[src/rtl/core/fpts_pkg.sv]
// Shared types and constants for the temperature stepped fan PWM controller.
`default_nettype none

package fpts_pkg;

  // Duty is a fixed-point fraction of full scale
  localparam int DUTY_FRAC_BITS = 10;
  localparam int DUTY_ONE       = 1 << DUTY_FRAC_BITS;
  localparam int DUTY_W         = DUTY_FRAC_BITS + 1;

  localparam int TEMP_W         = 19;
  localparam int PERIOD_W       = 16;
  localparam int CFG_INDEX_W    = 2;
  localparam int CFG_DATA_W     = 19;

  localparam int PHASE_BITS_DEF = 16;

  // Reset values of the configuration registers
  localparam logic signed [TEMP_W-1:0] TARGET_TEMP_RST  = 19'sd45000;
  localparam logic [DUTY_W-1:0]        MIN_DUTY_RST     = 11'd307;
  localparam logic [DUTY_W-1:0]        DUTY_STEP_RST    = 11'd51;
  localparam logic [PERIOD_W-1:0]      PERIOD_TICKS_RST = 16'd10000;

  typedef enum logic [CFG_INDEX_W-1:0] {
    REG_TARGET_TEMP  = 2'd0,
    REG_MIN_DUTY     = 2'd1,
    REG_DUTY_STEP    = 2'd2,
    REG_PERIOD_TICKS = 2'd3
  } cfg_reg_t;

  typedef enum logic {
    KIND_SAMPLE = 1'b0,
    KIND_TICK   = 1'b1
  } item_kind_t;

  // Control handed to the PWM generator for one request
  typedef struct packed {
    logic                tick;
    logic [DUTY_W-1:0]   mapped_duty;
    logic [PERIOD_W-1:0] period;
  } pwm_ctrl_t;

endpackage

`default_nettype wire

[src/rtl/core/fpts_pwm_gen.sv]
// PWM phase counter, on-time latch and fan level register.
`default_nettype none

module fpts_pwm_gen #(
  parameter int PHASE_BITS = fpts_pkg::PHASE_BITS_DEF
) (
  input  wire logic              clk,
  input  wire logic              rst_n,
  input  wire fpts_pkg::pwm_ctrl_t ctrl,
  output logic                   fan_level
);

  localparam int PW = fpts_pkg::PERIOD_W;
  localparam int DW = fpts_pkg::DUTY_W;
  localparam int FB = fpts_pkg::DUTY_FRAC_BITS;
  // compare width wide enough for phase + 1 and the period
  localparam int CW = (PHASE_BITS + 1 > PW + 1) ? PHASE_BITS + 1 : PW + 1;

  logic [PHASE_BITS-1:0] phase_r, phase_nxt;
  logic [PW-1:0]         latched_r, latched_nxt;
  logic                  level_r, level_nxt;

  logic [PW-1:0]         per;
  logic [DW+PW-1:0]      prod;
  logic [DW+PW:0]        prod_rnd;
  logic [DW+PW-FB:0]     on_raw;
  logic [PW-1:0]         on_ticks;
  logic [PHASE_BITS:0]   phase_inc;

  always_comb begin
    per       = (ctrl.period == '0) ? PW'(1) : ctrl.period;
    prod      = (DW+PW)'(ctrl.mapped_duty) * (DW+PW)'(per);
    prod_rnd  = (DW+PW+1)'(prod) + (DW+PW+1)'(fpts_pkg::DUTY_ONE >> 1);
    on_raw    = prod_rnd[DW+PW:FB];
    on_ticks  = (on_raw > (DW+PW-FB+1)'(per)) ? per : on_raw[PW-1:0];

    latched_nxt = (phase_r == '0) ? on_ticks : latched_r;
    level_nxt   = CW'(phase_r) < CW'(latched_nxt);

    phase_inc = (PHASE_BITS+1)'(phase_r) + (PHASE_BITS+1)'(1);
    phase_nxt = (CW'(phase_inc) >= CW'(per)) ? '0 : phase_inc[PHASE_BITS-1:0];
  end

  always_ff @(posedge clk) begin
    if (!rst_n) begin
      phase_r   <= '0;
      latched_r <= '0;
      level_r   <= 1'b0;
    end else if (ctrl.tick) begin
      phase_r   <= phase_nxt;
      latched_r <= latched_nxt;
      level_r   <= level_nxt;
    end
  end

  // level as it stands after the current request
  assign fan_level = ctrl.tick ? level_nxt : level_r;

endmodule

`default_nettype wire

[src/rtl/core/fan_pwm_temperature_stepper.sv]
// Top level of the temperature stepped fan PWM controller.
// Usage
//   Input stream (in_*): each request is either a temperature sample
//   (in_tuser = 0, reading in in_tdata, millidegrees, signed) or one PWM
//   tick (in_tuser = 1, in_tdata ignored).
//   Output stream (out_*): exactly one result per request, carrying the fan
//   pin level and the mapped output duty (Q10) after that request.
//   Configuration (cfg_*): single-cycle writes, index 0 target temperature,
//   1 minimum duty, 2 duty step, 3 period in ticks. Write only when idle.
// Timing
//   Two register stages: input register, then result register. A request
//   passes the input register into the result register, which holds it until
//   taken; one request per cycle is sustained while out_tready is high. All work
//   sits between the stages: the step add and clamp plus one 11x11 multiply,
//   rounded and offset, for samples, one 11x16 multiply and compare for ticks.
// Reset
//   Synchronous, active low: registers back to their defaults, duty at full,
//   phase and on-time at zero, both streams empty.
// Back-pressure
//   While out_tready is low the result holds, and the input register, if
//   empty, still takes one more request before in_tready drops.
`default_nettype none

module fan_pwm_temperature_stepper #(
  parameter int PHASE_BITS = fpts_pkg::PHASE_BITS_DEF
) (
  input  wire logic        clk,
  input  wire logic        rst_n,
  // input stream
  input  wire logic        in_tvalid,
  output logic             in_tready,
  input  wire logic [23:0] in_tdata,   // [18:0] temperature, [23:19] zero
  input  wire logic        in_tuser,   // [0] kind: 0 sample, 1 tick
  // result stream
  output logic             out_tvalid,
  input  wire logic        out_tready,
  output logic [15:0]      out_tdata,  // [0] fan_level, [11:1] output_duty, [15:12] zero
  // configuration
  input  wire logic        cfg_we,
  input  wire logic [fpts_pkg::CFG_INDEX_W-1:0] cfg_index,
  input  wire logic [fpts_pkg::CFG_DATA_W-1:0]  cfg_wdata
);

  localparam int TW = fpts_pkg::TEMP_W;
  localparam int DW = fpts_pkg::DUTY_W;
  localparam int FB = fpts_pkg::DUTY_FRAC_BITS;
  localparam int SW = DW + 2;  // signed width for stepped duty before clamping

  // configuration registers
  logic signed [TW-1:0]             target_temp_r;
  logic [DW-1:0]                    min_duty_r;
  logic [DW-1:0]                    duty_step_r;
  logic [fpts_pkg::PERIOD_W-1:0]    period_ticks_r;

  // input stage
  logic                 s1_valid_r;
  fpts_pkg::item_kind_t s1_kind_r;
  logic signed [TW-1:0] s1_temp_r;

  // duty state
  logic [DW-1:0] stepped_r, stepped_nxt;
  logic [DW-1:0] mapped_r, mapped_nxt;

  // result stage
  logic          out_valid_r;
  logic          out_level_r;
  logic [DW-1:0] out_duty_r;

  logic advance, fire, is_tick;
  fpts_pkg::pwm_ctrl_t pwm_ctrl;
  logic                fan_level;

  assign advance   = !out_valid_r || out_tready;
  assign in_tready = !s1_valid_r || advance;
  assign fire      = s1_valid_r && advance;
  assign is_tick   = (s1_kind_r == fpts_pkg::KIND_TICK);

  // configuration writes
  always_ff @(posedge clk) begin
    if (!rst_n) begin
      target_temp_r  <= fpts_pkg::TARGET_TEMP_RST;
      min_duty_r     <= fpts_pkg::MIN_DUTY_RST;
      duty_step_r    <= fpts_pkg::DUTY_STEP_RST;
      period_ticks_r <= fpts_pkg::PERIOD_TICKS_RST;
    end else if (cfg_we) begin
      case (fpts_pkg::cfg_reg_t'(cfg_index))
        fpts_pkg::REG_TARGET_TEMP:  target_temp_r  <= signed'(cfg_wdata[TW-1:0]);
        fpts_pkg::REG_MIN_DUTY:     min_duty_r     <= cfg_wdata[DW-1:0];
        fpts_pkg::REG_DUTY_STEP:    duty_step_r    <= cfg_wdata[DW-1:0];
        fpts_pkg::REG_PERIOD_TICKS: period_ticks_r <= cfg_wdata[fpts_pkg::PERIOD_W-1:0];
        default: ;
      endcase
    end
  end

  // step, clamp and map the duty for a sample
  always_comb begin
    logic signed [SW-1:0] base, step, sum;
    logic [DW-1:0]        mn, span;
    logic [2*DW-1:0]      mprod;
    logic [2*DW:0]        mrnd;
    logic [DW:0]          msum;

    base = signed'(SW'(stepped_r));
    step = signed'(SW'(duty_step_r));
    sum  = base;
    if (s1_temp_r < target_temp_r) begin
      sum = base - step;
    end else if (s1_temp_r > target_temp_r) begin
      sum = base + step;
    end

    if (sum > signed'(SW'(fpts_pkg::DUTY_ONE))) begin
      stepped_nxt = DW'(fpts_pkg::DUTY_ONE);
    end else if (sum < signed'(SW'(0))) begin
      stepped_nxt = '0;
    end else begin
      stepped_nxt = sum[DW-1:0];
    end

    mn    = (min_duty_r > DW'(fpts_pkg::DUTY_ONE)) ? DW'(fpts_pkg::DUTY_ONE) : min_duty_r;
    span  = DW'(fpts_pkg::DUTY_ONE) - mn;
    mprod = (2*DW)'(span) * (2*DW)'(stepped_nxt);
    mrnd  = (2*DW+1)'(mprod) + (2*DW+1)'(fpts_pkg::DUTY_ONE >> 1);
    msum  = (DW+1)'(mn) + (DW+1)'(mrnd[2*DW:FB]);
    mapped_nxt = (stepped_nxt == '0) ? '0 : msum[DW-1:0];
  end

  assign pwm_ctrl.tick        = fire && is_tick;
  assign pwm_ctrl.mapped_duty = mapped_r;
  assign pwm_ctrl.period      = period_ticks_r;

  fpts_pwm_gen #(
    .PHASE_BITS(PHASE_BITS)
  ) u_pwm (
    .clk       (clk),
    .rst_n     (rst_n),
    .ctrl      (pwm_ctrl),
    .fan_level (fan_level)
  );

  // control and duty state
  always_ff @(posedge clk) begin
    if (!rst_n) begin
      s1_valid_r  <= 1'b0;
      out_valid_r <= 1'b0;
      stepped_r   <= DW'(fpts_pkg::DUTY_ONE);
      mapped_r    <= DW'(fpts_pkg::DUTY_ONE);
    end else begin
      if (in_tready) begin
        s1_valid_r <= in_tvalid;
      end
      if (advance) begin
        out_valid_r <= s1_valid_r;
      end
      if (fire && !is_tick) begin
        stepped_r <= stepped_nxt;
        mapped_r  <= mapped_nxt;
      end
    end
  end

  // payload registers
  always_ff @(posedge clk) begin
    if (in_tvalid && in_tready) begin
      s1_kind_r <= fpts_pkg::item_kind_t'(in_tuser);
      s1_temp_r <= signed'(in_tdata[TW-1:0]);
    end
    if (fire) begin
      out_level_r <= fan_level;
      out_duty_r  <= is_tick ? mapped_r : mapped_nxt;
    end
  end

  assign out_tvalid = out_valid_r;
  assign out_tdata  = {4'b0000, out_duty_r, out_level_r};

endmodule

`default_nettype wire

[config.mk]
export PLATFORM = sky130hd
export DESIGN_NAME = fan_pwm_temperature_stepper
export DESIGN_NICKNAME = d
export VERILOG_FILES = /design/src/rtl/core/fpts_pkg.sv /design/src/rtl/core/fpts_pwm_gen.sv /design/src/rtl/core/fan_pwm_temperature_stepper.sv
export SDC_FILE = /design/constraint.sdc
export NUM_CORES = 1
export LEC_CHECK = 0
export ABC_AREA = 1
export BUFFER_PORTS_ARGS = -buffer_cell sky130_fd_sc_hd__buf_2
export CAP_MARGIN = 30
export CELL_PAD_IN_SITES_DETAIL_PLACEMENT = 0
export CELL_PAD_IN_SITES_GLOBAL_PLACEMENT = 2
export CORE_ASPECT_RATIO = 1.4
export CORE_UTILIZATION = 35
export CTS_CLUSTER_DIAMETER = 100
export DETAILED_ROUTE_END_ITERATION = 10
export GPL_TIMING_DRIVEN = 0
export MAX_ROUTING_LAYER = met4
export PLACE_DENSITY_LB_ADDON = 0.12
export SYNTH_ARGS = -nofsm -noshare
export SYNTH_HDL_FRONTEND = slang
export SYNTH_SLANG_ARGS = --single-unit
[constraint.sdc]
create_clock -name clk -period 8.24 [get_ports clk]
set_clock_uncertainty 0.15 [all_clocks]
set_input_delay 2.472 -clock clk [delete_from_list [all_inputs] [get_ports clk]]
set_output_delay 2.472 -clock clk [all_outputs]
set_load 0.02 [all_outputs]
Word level (Yosys, flattened, before mapping)
Cells that the tools add are included.
- bits of input ports: 51
- output and inout port bits: 18
- word-level logic and storage cells: 64
- register bits after elaboration: 146
- magnitude comparators: 8
- $mul: 2
- reductions and logical operators: 17
- add/subtract/negate cells: 7
- equality and inequality tests: 3
- muxes and demuxes: 12
- operator list (kind ; number):
    16-bit 2-to-1 mux ; 4
    11-bit 2-to-1 mux ; 5
    16-bit zero test ; 2
    27-bit by 10-bit adder with 28-bit output, second input constant ; 1
    11-bit by 16-bit multiplier with 27-bit output ; 1
    21-bit by 10-bit adder with 21-bit output, second input constant ; 1
    11-bit by 11-bit multiplier with 21-bit output ; 1
    19-bit > comparator ; 1
    19-bit less-than comparator ; 1
    18-bit by 16-bit > comparator with 1-bit output ; 1
    16-bit by 1-bit adder with 17-bit output, second input constant ; 1
    17-bit by 16-bit >= comparator with 1-bit output ; 1
    16-bit less-than comparator ; 1
    13-bit by 12-bit > comparator with 1-bit output, second input constant ; 1
    13-bit by 1-bit less-than comparator with 1-bit output, second input constant ; 1
    13-bit 2-to-1 mux ; 1
    11-bit by 11-bit adder with 12-bit output ; 1
    12-bit 2-to-1 mux ; 1
    11-bit by 11-bit subtractor with 12-bit output ; 1
    11-bit adder ; 1
    11-bit > comparator, second input constant ; 1
    11-bit zero test ; 1
    11-bit subtractor, first input constant ; 1
    2-bit AND reduction ; 4
    7 further kinds ; 14

Logic depth before layout (Yosys ltp)
Gate-level depths: netlist of the first run.
- word-level depth: 11
- gate-level depth with buffers: 64
- depth with buffers taken out: 63

By module
From an unflattened synthesis of the first run, not the netlist that was laid out.
- cells, all modules: 2581
- area total of the unflattened synthesis: 19297.3 sq um
- by module, submodules not included (module ; seq. area each (sq um) ; instances ; cells each ; area an instance (sq um)):
    fan_pwm_temperature_stepper ; 2582.5 ; 1 ; 1301 ; 10222.3
    fpts_pwm_gen ; 660.6 ; 1 ; 1280 ; 9075.0

Least setup slack after synthesis of the first run
No wires, ideal clock.
- path type: register -> register
- start point: register s1_temp_r[18]
- end point: register out_duty_r[10] (data pin)
- period minus slack after synthesis: 8683 ps
- required time: 7837 ps
- arrival time: 8280 ps
- setup slack: -443 ps
- cell stages (with the launch flop): 61
- setup time: 253 ps
- buffers on the path: 1
- path through: edfxtp_1 > ha_1 > nand2_2 > inv_1 > nand2_1 > nand2_1 > a21oi_1 > nand3_1 > nand2_1 > nand2_4 > buf_6 > nand3_1 > nand2_1 > nor2_1 > nand2_1 > nor2_1 > nand3_1 > nand2_4 > (+25 left out) > a21oi_1 > inv_1 > nand2_1 > nand2_1 > xor2_1 > ha_1 > inv_1 > nor2_1 > o21ai_0 > nand2_1 > a21oi_1 > o21bai_1 > a21oi_1 > nand3_1 > nand2_1 > inv_1 > nand3_1 > nand2_1
- longest elaborated chain between the ends: 11
- elaborated cells between the ends (all ways): 14
- those cells by class: 2 x add/sub; 1 x mul; 4 x order compare; 6 x mux; 1 x reduce/logical
- RTL lines (element ; line ; text):
    start: declaration ; fan_pwm_temperature_stepper.sv:58 ; logic signed [TW-1:0] s1_temp_r;
    start signal: assignment ; fan_pwm_temperature_stepper.sv:167 ; s1_temp_r <= signed'(in_tdata[TW-1:0]);
    19-bit > comparator ; fan_pwm_temperature_stepper.sv:109 ; end else if (s1_temp_r > target_temp_r) begin
    12-bit 2-to-1 mux ; fan_pwm_temperature_stepper.sv:109 ;
    13-bit 2-to-1 mux * ; fan_pwm_temperature_stepper.sv:107 ; if (s1_temp_r < target_temp_r) begin
    13-bit by 1-bit less-than comparator with 1-bit output ; fan_pwm_temperature_stepper.sv:115 ; end else if (sum < signed'(SW'(0))) begin
    11-bit 2-to-1 mux ; fan_pwm_temperature_stepper.sv:115 ;
    11-bit 2-to-1 mux * ; fan_pwm_temperature_stepper.sv:113 ; if (sum > signed'(SW'(fpts_pkg::DUTY_ONE))) begin
    11-bit by 11-bit multiplier with 21-bit output ; fan_pwm_temperature_stepper.sv:123 ; mprod = (2*DW)'(span) * (2*DW)'(stepped_nxt);
    21-bit by 10-bit adder with 21-bit output ; fan_pwm_temperature_stepper.sv:124 ; mrnd = (2*DW+1)'(mprod) + (2*DW+1)'(fpts_pkg::DUTY_ONE >> 1);
    11-bit adder ; fan_pwm_temperature_stepper.sv:125 ; msum = (DW+1)'(mn) + (DW+1)'(mrnd[2*DW:FB]);
    11-bit 2-to-1 mux * ; fan_pwm_temperature_stepper.sv:126 ; mapped_nxt = (stepped_nxt == '0) ? '0 : msum[DW-1:0];
    11-bit 2-to-1 mux * ; fan_pwm_temperature_stepper.sv:171 ; out_duty_r <= is_tick ? mapped_r : mapped_nxt;
    end signal: assignment ; fan_pwm_temperature_stepper.sv:171 ;
    end: declaration ; fan_pwm_temperature_stepper.sv:67 ; logic [DW-1:0] out_duty_r;
Mark *: on every way between the ends. The rest lies on a longest branch, timed or not.
A chain may end at the register's enable or synchronous reset.

Worst setup path in the final report of the first run
- start point: register s1_temp_r[17]
- end point: register out_duty_r[10] (data pin)
The elaborated chain is that of the path after synthesis.

==> impl_results.md, run 1 <==
- Max incr delay on CP: 0.58 ns
- RD Place Congestion: 0.8987
- Failing checks: setup timing
- Syn. warnings: 0
- Final setup margin: -0.7851 ns
- Antenna viol nets, final: 0
- Clock H-tree levels: 4
- Largest net degree at the start of global routing: 21
- # setup viols final: 13
- Routed WL: 63.81 mm
- DP HPWL: 52.11 mm
- Post-synth EDFFs: 32
- Die area: 0.05613 mm^2
- Fin crit share: 109.5%
- Final min period: 9.025 ns
- Die Wd: 200.5 um
- Area post-placement: 0.02066 mm^2
- CTS Buf Count: 17
- CTS max path bufs: 2
- Hold Path Depth: 2
- Hold crit path type: flip-flop to flip-flop
- Vias: 16840
- Num rows: 101
- Number of global-route vias before repair: 17620
- Global-route wire length before repair: 99.38 mm
- Worst setup EP type: flip-flop
- Final Util: 42.59%
- Grt total ovfl: 0
- Clk sinks: 146
- Max-Cap Viols: 0
- Post-synth cell types: 48
- Peak VDD IR: 0.4986 mV
- Top_reg_cell synth: dfxtp_1
- RSZ-0062 raised after global routing: yes
- Maximum clock frequency: 110.8 MHz
- Syn Std Cell Area: 0.01931 mm^2
- Worst-path clk slew: 0.07 ns
- DRC Markers: 0
- Gr usage total: 23.96%
- CTS tree: yes
- Register bit total from synthesis: 146
- Crit Reg-Reg Endpoint: out_duty_r[10]
- Initial Util: 35.54%
- Iter 0 DRT Violations: 744
- Reg2reg setup slack: -0.79 ns
- RR Startpoint: s1_temp_r[17]
- Outcome: complete, but fails checks
- Hold Vio Cnt, Final: 0
- Synth Area per Inst: 7.411 um^2
- # fillers: 5668
- Num ports: 69
- Hold path endpoint: target_temp_r[5]
- P&R area growth vs syn: 19.83%
- CP Data Required Time: 8.27 ns
- Avg WL per Cell: 18.26 um
- PwrDens: 508.2 mW/mm^2
- P_leak: 11.89 nW
- CTS root buf: clkbuf_16
- Post-layout net count: 3253
- Crit Path Max Fanout: 8
- Routed vias/inst: 4.821
- Slew headroom: 35.84%
- Core footprint: 0.05434 mm^2
- Crit path DAT: 9.06 ns
- Setup CP Type: flip-flop to flip-flop
- Design Area, Final: 0.02314 mm^2
- Most used cell, CP: nand2_1
- Critical path startpoint category: flip-flop
- Sequential area share after synthesis: 16.79%
- Final Max Tran Viols: 0
- Hold Path Origin: target_temp_r[5]
- Chip height: 279.9 um
- Port Buffers: 58
- Worst slew pin tran: 0.9550 ns
- Syn Inst Count: 2606
- Setup TNS: -6.469 ns
- Layout cells sized above 1: 16.70%
- First-pass iteration count of the detailed router: 5
- Worst skew pair latency: 0.44 ns
- R2R depth: 55
- Antenna violations before repair: 1
- Critical-path top delay cell: fa_1
- Ys async rst share: 0%
## worst max-delay path, delay by kind of cell (launching register included)
family                   cells  cell delay (ns)
flip-flops                   1             0.47
adder cells (fa/ha/maj)      7             3.00
AO/OA/AOI/OAI               12             1.72
XOR/XNOR                     1             0.14
AND/OR/NAND/NOR             21             2.19
buffers and inverters       14             1.06
## metrics by stage
stage	hold WS (ns)	power, mW	setup slack (ns)	cells
after detailed placement	0.3104	8.916	-2.201	3390
after CTS	0.3220	10.67	-0.8274	3477
after global placement	0.2970	8.882	-2.233	3388
after global routing	0.3560	13.02	-1.325	3494
final	0.3228	11.76	-0.7851	3494
after floorplan	0.2831	6.977	-0.1744	2609
## kinds of logic (layout without fill, tap and decap cells)
group,after synthesis,after routing,synth area share (%)
other,1,5,0.01942
xor gates and xnor gates,71,71,3.220
DFF,146,146,16.79
and+or+nand+nor,928,929,19.66
buffers and inverters,668,830,13.20
AOI/OAI and AO/OA,349,349,10.32
adders and majority gates,443,443,36.79
## sequential cells by signal (all words and copies together), names as in the netlist
signal,cells
s1_temp_r,19
target_temp_r,19
period_ticks_r,16
u_pwm.latched_r,16
u_pwm.phase_r,16
duty_step_r,11
mapped_r,11
min_duty_r,11
out_duty_r,11
stepped_r,11
is_tick,1
out_level_r,1
out_tvalid,1
s1_valid_r,1
u_pwm.level_r,1
## placed cells by master (no fill, tap or decap), types with 41 or more instances in the layout
cell / Yosys / layout
buf_2: 3 / 60
ha_1: 235 / 213
o21ai_0: 100 / 90
nand3_1: 65 / 48
buf_4: 6 / 90
xor2_1: 47 / 41
fa_1: 208 / 199
a21oi_1: 156 / 131
nor2_1: 180 / 161
dfxtp_1: 114 / 90
nand2_1: 605 / 564
inv_1: 574 / 551
## synth_stat cells (all sizes together), types with 4 or more instances
library cell | count | area [um^2]
o21bai | 20 | 187.7
a31oi | 5 | 31.28
nand3 | 66 | 342.8
nor4 | 16 | 106.4
clkbuf | 69 | 259.0
nand3b | 9 | 67.56
nand4 | 20 | 125.1
xor2 | 47 | 411.6
o211ai | 36 | 270.3
nand2 | 612 | 2325
inv | 582 | 2185
buf | 15 | 97.58
o21ai | 112 | 560.5
ha | 235 | 2940
a21oi | 157 | 797.0
nor3 | 14 | 70.07
fa | 208 | 4164
nor2 | 188 | 740.7
a211oi | 4 | 30.03
edfxtp | 32 | 960.9
dfxtp | 114 | 2282
xnor2 | 24 | 210.2
o21a | 4 | 30.03
## layout make-up
| class | count | area [um^2] | area share [%] |
|---|---|---|---|
| diodes | 1 | 2.502 | 0.01081 |
| plain buffers | 74 | 455.4 | 1.968 |
| clock buffers | 19 | 432.9 | 1.871 |
| clock inverters | 13 | 172.7 | 0.7461 |
| inverters | 584 | 2218 | 9.586 |
| multi-input cells | 1796 | 14670 | 63.39 |
| flip-flops and latches | 146 | 3306 | 14.28 |
| well taps | 721 | 902.1 | 3.898 |
| repair buffers | 140 | 982.2 | 4.244 |
## timing repair
action | CTS | global route
pin swaps | 85 | 63
cloned | 2 | 0
gates resized for setup | 219 | 140
buffers inserted | 64 | 16
hold buffers | 0 | 0
setup endpoints to repair | 35 | 21
## power breakdown
part           switching (mW)  internal [mW]
clock network           0.345          0.483
registers              0.0778          0.897
logic                    5.40           4.56
## worst max-delay path by stage
stage	start	endpoint	slack, ns	cells after the start
final	s1_temp_r[17]	out_duty_r[10]	-0.79	55
after detailed placement	period_ticks_r[12]	out_level_r	-2.20	46
after CTS	s1_temp_r[17]	out_duty_r[10]	-0.83	54
after global routing	s1_temp_r[14]	out_duty_r[10]	-1.32	53
after global placement	period_ticks_r[12]	out_level_r	-2.23	46
after floorplan	s1_temp_r[14]	out_duty_r[10]	-0.17	60
## per-layer routing
| layer | vias up | track usage, % | wire length, um |
|---|---|---|---|
| met5 | - | - | 0 |
| met4 | 0 | 9.199 | 2465 |
| met3 | 105 | 1.943 | 1486 |
| met2 | 264 | 44.44 | 34040 |
| met1 | 8131 | 26.50 | 25810 |
| li1 | 8344 | - | - |
Note: power is estimated with default switching activity, not from simulation.
==> run 2, diff against run 1 <==
Settings changed: CORE_ASPECT_RATIO 1.4 to 1.1, PLACE_DENSITY_LB_ADDON 0.12 to 0.1.
==> impl_results.md, run 2 (same netlist as run 1, synthesis figures left out) <==
- # setup viols final: 12 (-1)
- Num rows: 89 (-12%)
- P_leak: 11.87 nW (-0.19%)
- Initial Util: 35.68% (+0.14 points)
- Failing checks: setup timing
- R2R depth: 57 (+3.6%)
- Crit path DAT: 8.98 ns (-0.08 ns)
- CP Data Required Time: 8.31 ns (+0.04 ns)
- Final min period: 8.904 ns (-0.1212 ns)
- Final Util: 42.64% (+0.048 points)
- Final Max Tran Viols: 0 (unchanged)
- Die Wd: 226.0 um (+13%)
- Fin crit share: 108.1% (-1.5 points)
- P&R area growth vs syn: 19.48%
- Core footprint: 0.05412 mm^2 (-0.41%)
- Avg WL per Cell: 17.42 um (-4.6%)
- Largest regs: s1_temp_r x19, target_temp_r x19
- Chip height: 248.4 um (-11%)
- Grt total ovfl: 0 (unchanged)
- Largest net degree at the start of global routing: 21 (unchanged)
- Peak VDD IR: 0.6813 mV (+37%)
- Commonest non-fill, non-tap cells in the layout: 568 x nand2_1, 551 x inv_1, 207 x ha_1, 197 x fa_1, 159 x nor2_1
- Max incr delay on CP: 0.53 ns (-0.05 ns)
- Most common cell after layout, fill and taps aside: nand2_1
- Iter 0 DRT Violations: 770 (+3.5%)
- Clock H-tree levels: 4 (unchanged)
- Number of global-route vias before repair: 17340 (-1.6%)
- Worst setup EP type: flip-flop
- Worst skew pair latency: 0.47 ns (+0.03 ns)
- Num ports: 69 (unchanged)
- RD Place Congestion: 0.8891 (-1.1%)
- Gr usage total: 23.53% (-0.44 points)
- DP HPWL: 49.30 mm (-5.4%)
- Hold crit path type: flip-flop to flip-flop
- Worst slew pin tran: 0.9522 ns (-0.002831 ns)
- Final setup margin: -0.6639 ns (+0.1212 ns)
- CTS root buf: clkbuf_16
- Slew headroom: 36.03% (+0.19 points)
- Antenna viol nets, final: 0 (unchanged)
- # fillers: 5787 (+2.1%)
- Setup Slack @ Placement: -2.205 ns (-0.003260 ns)
- Routed vias/inst: 4.787 (-0.71%)
- First-pass iteration count of the detailed router: 5 (unchanged)
- Hold Vio Cnt, Final: 0 (unchanged)
- Layout cells sized above 1: 16.41% (-0.29 points)
- CTS tree: yes
- Vias: 16740 (-0.62%)
- Hold Path Depth: 2 (unchanged)
- Max-Cap Viols: 0 (unchanged)
- PwrDens: 487.2 mW/mm^2 (-4.1%)
- Critical path startpoint category: flip-flop
- Worst-path clk slew: 0.07 ns (about the same)
- Global-route wire length before repair: 96.54 mm (-2.9%)
- Setup CP Type: flip-flop to flip-flop
- # hold bufs at CTS: 0 (unchanged)
- Routed WL: 60.91 mm (-4.5%)
- Most used cell, CP: inv_1
- Die area: 0.05612 mm^2 (about the same)
- CTS Buf Count: 17 (unchanged)
- Worst hold margin: 0.3183 ns (-0.004519 ns)
- RSZ-0062 raised after global routing: yes
- Outcome: complete, but fails checks
- DRC Markers: 0 (unchanged)
- Antenna violations before repair: 3 (+2)
- Crit Path Max Fanout: 7 (-1)
- Clk sinks: 146 (unchanged)
- Critical-path top delay cell: fa_1
- Maximum clock frequency: 112.3 MHz (+1.4%)
- CTS max path bufs: 2 (unchanged)
- Port Buffers: 58 (unchanged)
- Post-layout net count: 3247 (-0.18%)
[run 2: cell count changes in the layout (fill, tap and decap cells not counted), moves of 6 or more]
cell	delta
nand2_4	+6
nand2_2	-6
nand3_1	+6
dfxtp_2	+6
ha_4	+7
dfxtp_4	-7
ha_1	-6
[run 2: through the flow]
| stage | setup TNS (ns) | cells | power (mW) | area, um^2 |
|---|---|---|---|---|
| after floorplan | -0.2325 | 2609 | 6.977 | 19440 |
| after global placement | -32.17 | 3395 | 8.746 | 20640 |
| after detailed placement | -33.80 | 3396 | 8.794 | 20650 |
| after CTS | -4.887 | 3481 | 10.51 | 22570 |
| after global routing | -12.30 | 3497 | 12.56 | 23070 |
| final | -5.551 | 3497 | 11.24 | 23070 |
[run 2: cell type report]
class,count,area [um^2],area share (%)
Tap cell,728,910.9,3.948
Clock buffer,18,450.4,1.952
Sequential cell,146,3287,14.24
Antenna cell,3,7.507,0.03253
Inverter,584,2241,9.712
Timing Repair Buffer,135,958.4,4.154
Buffer,73,425.4,1.844
Clock inverter,14,195.2,0.8459
Multi-Input combinational cell,1796,14600,63.27
[run 2: final timing paths]
kind	startpoint	to	slack, ns
min reg2reg	target_temp_r[2]	target_temp_r[2]	0.32
max reg2reg	s1_temp_r[13]	out_duty_r[10]	-0.66
max	s1_temp_r[13]	out_duty_r[10]	-0.66
min	target_temp_r[2]	target_temp_r[2]	0.32
[run 2: layer usage]
| metal | wire, um | part of all wire [%] | global-route usage, % |
|---|---|---|---|
| met1 | 29350 | 48 | 31.02 |
| met2 | 28230 | 46 | 38.03 |
| met3 | 2441 | 4.0 | 3.562 |
| met4 | 898 | 1.5 | 5.122 |
| met5 | 0 | 0 | - |
[run 2: critical path: cells and delay by family (launching register included)]
family          cells  cell delay [ns]
xor+xnor            1             0.14
flops               1             0.40
compound gates     12             1.80
buf+inv            13             0.93
fa+ha+maj           8             3.00
simple gates       23             2.24
[run 2: power breakdown]
| part | total [mW] | internal (mW) | switching (mW) |
|---|---|---|---|
| clock network | 0.855 | 0.504 | 0.352 |
| registers | 0.967 | 0.895 | 0.0720 |
| logic | 9.42 | 4.23 | 5.19 |
| total | 11.2 | 5.63 | 5.61 |
[run 2: repair_timing]
action | CTS | global route
pin swaps | 102 | 41
buffers inserted | 62 | 15
resized for setup | 217 | 123
setup endpoints to repair | 35 | 20
gates cloned | 1 | 1
endpoints found under the hold margin | 0 | 0
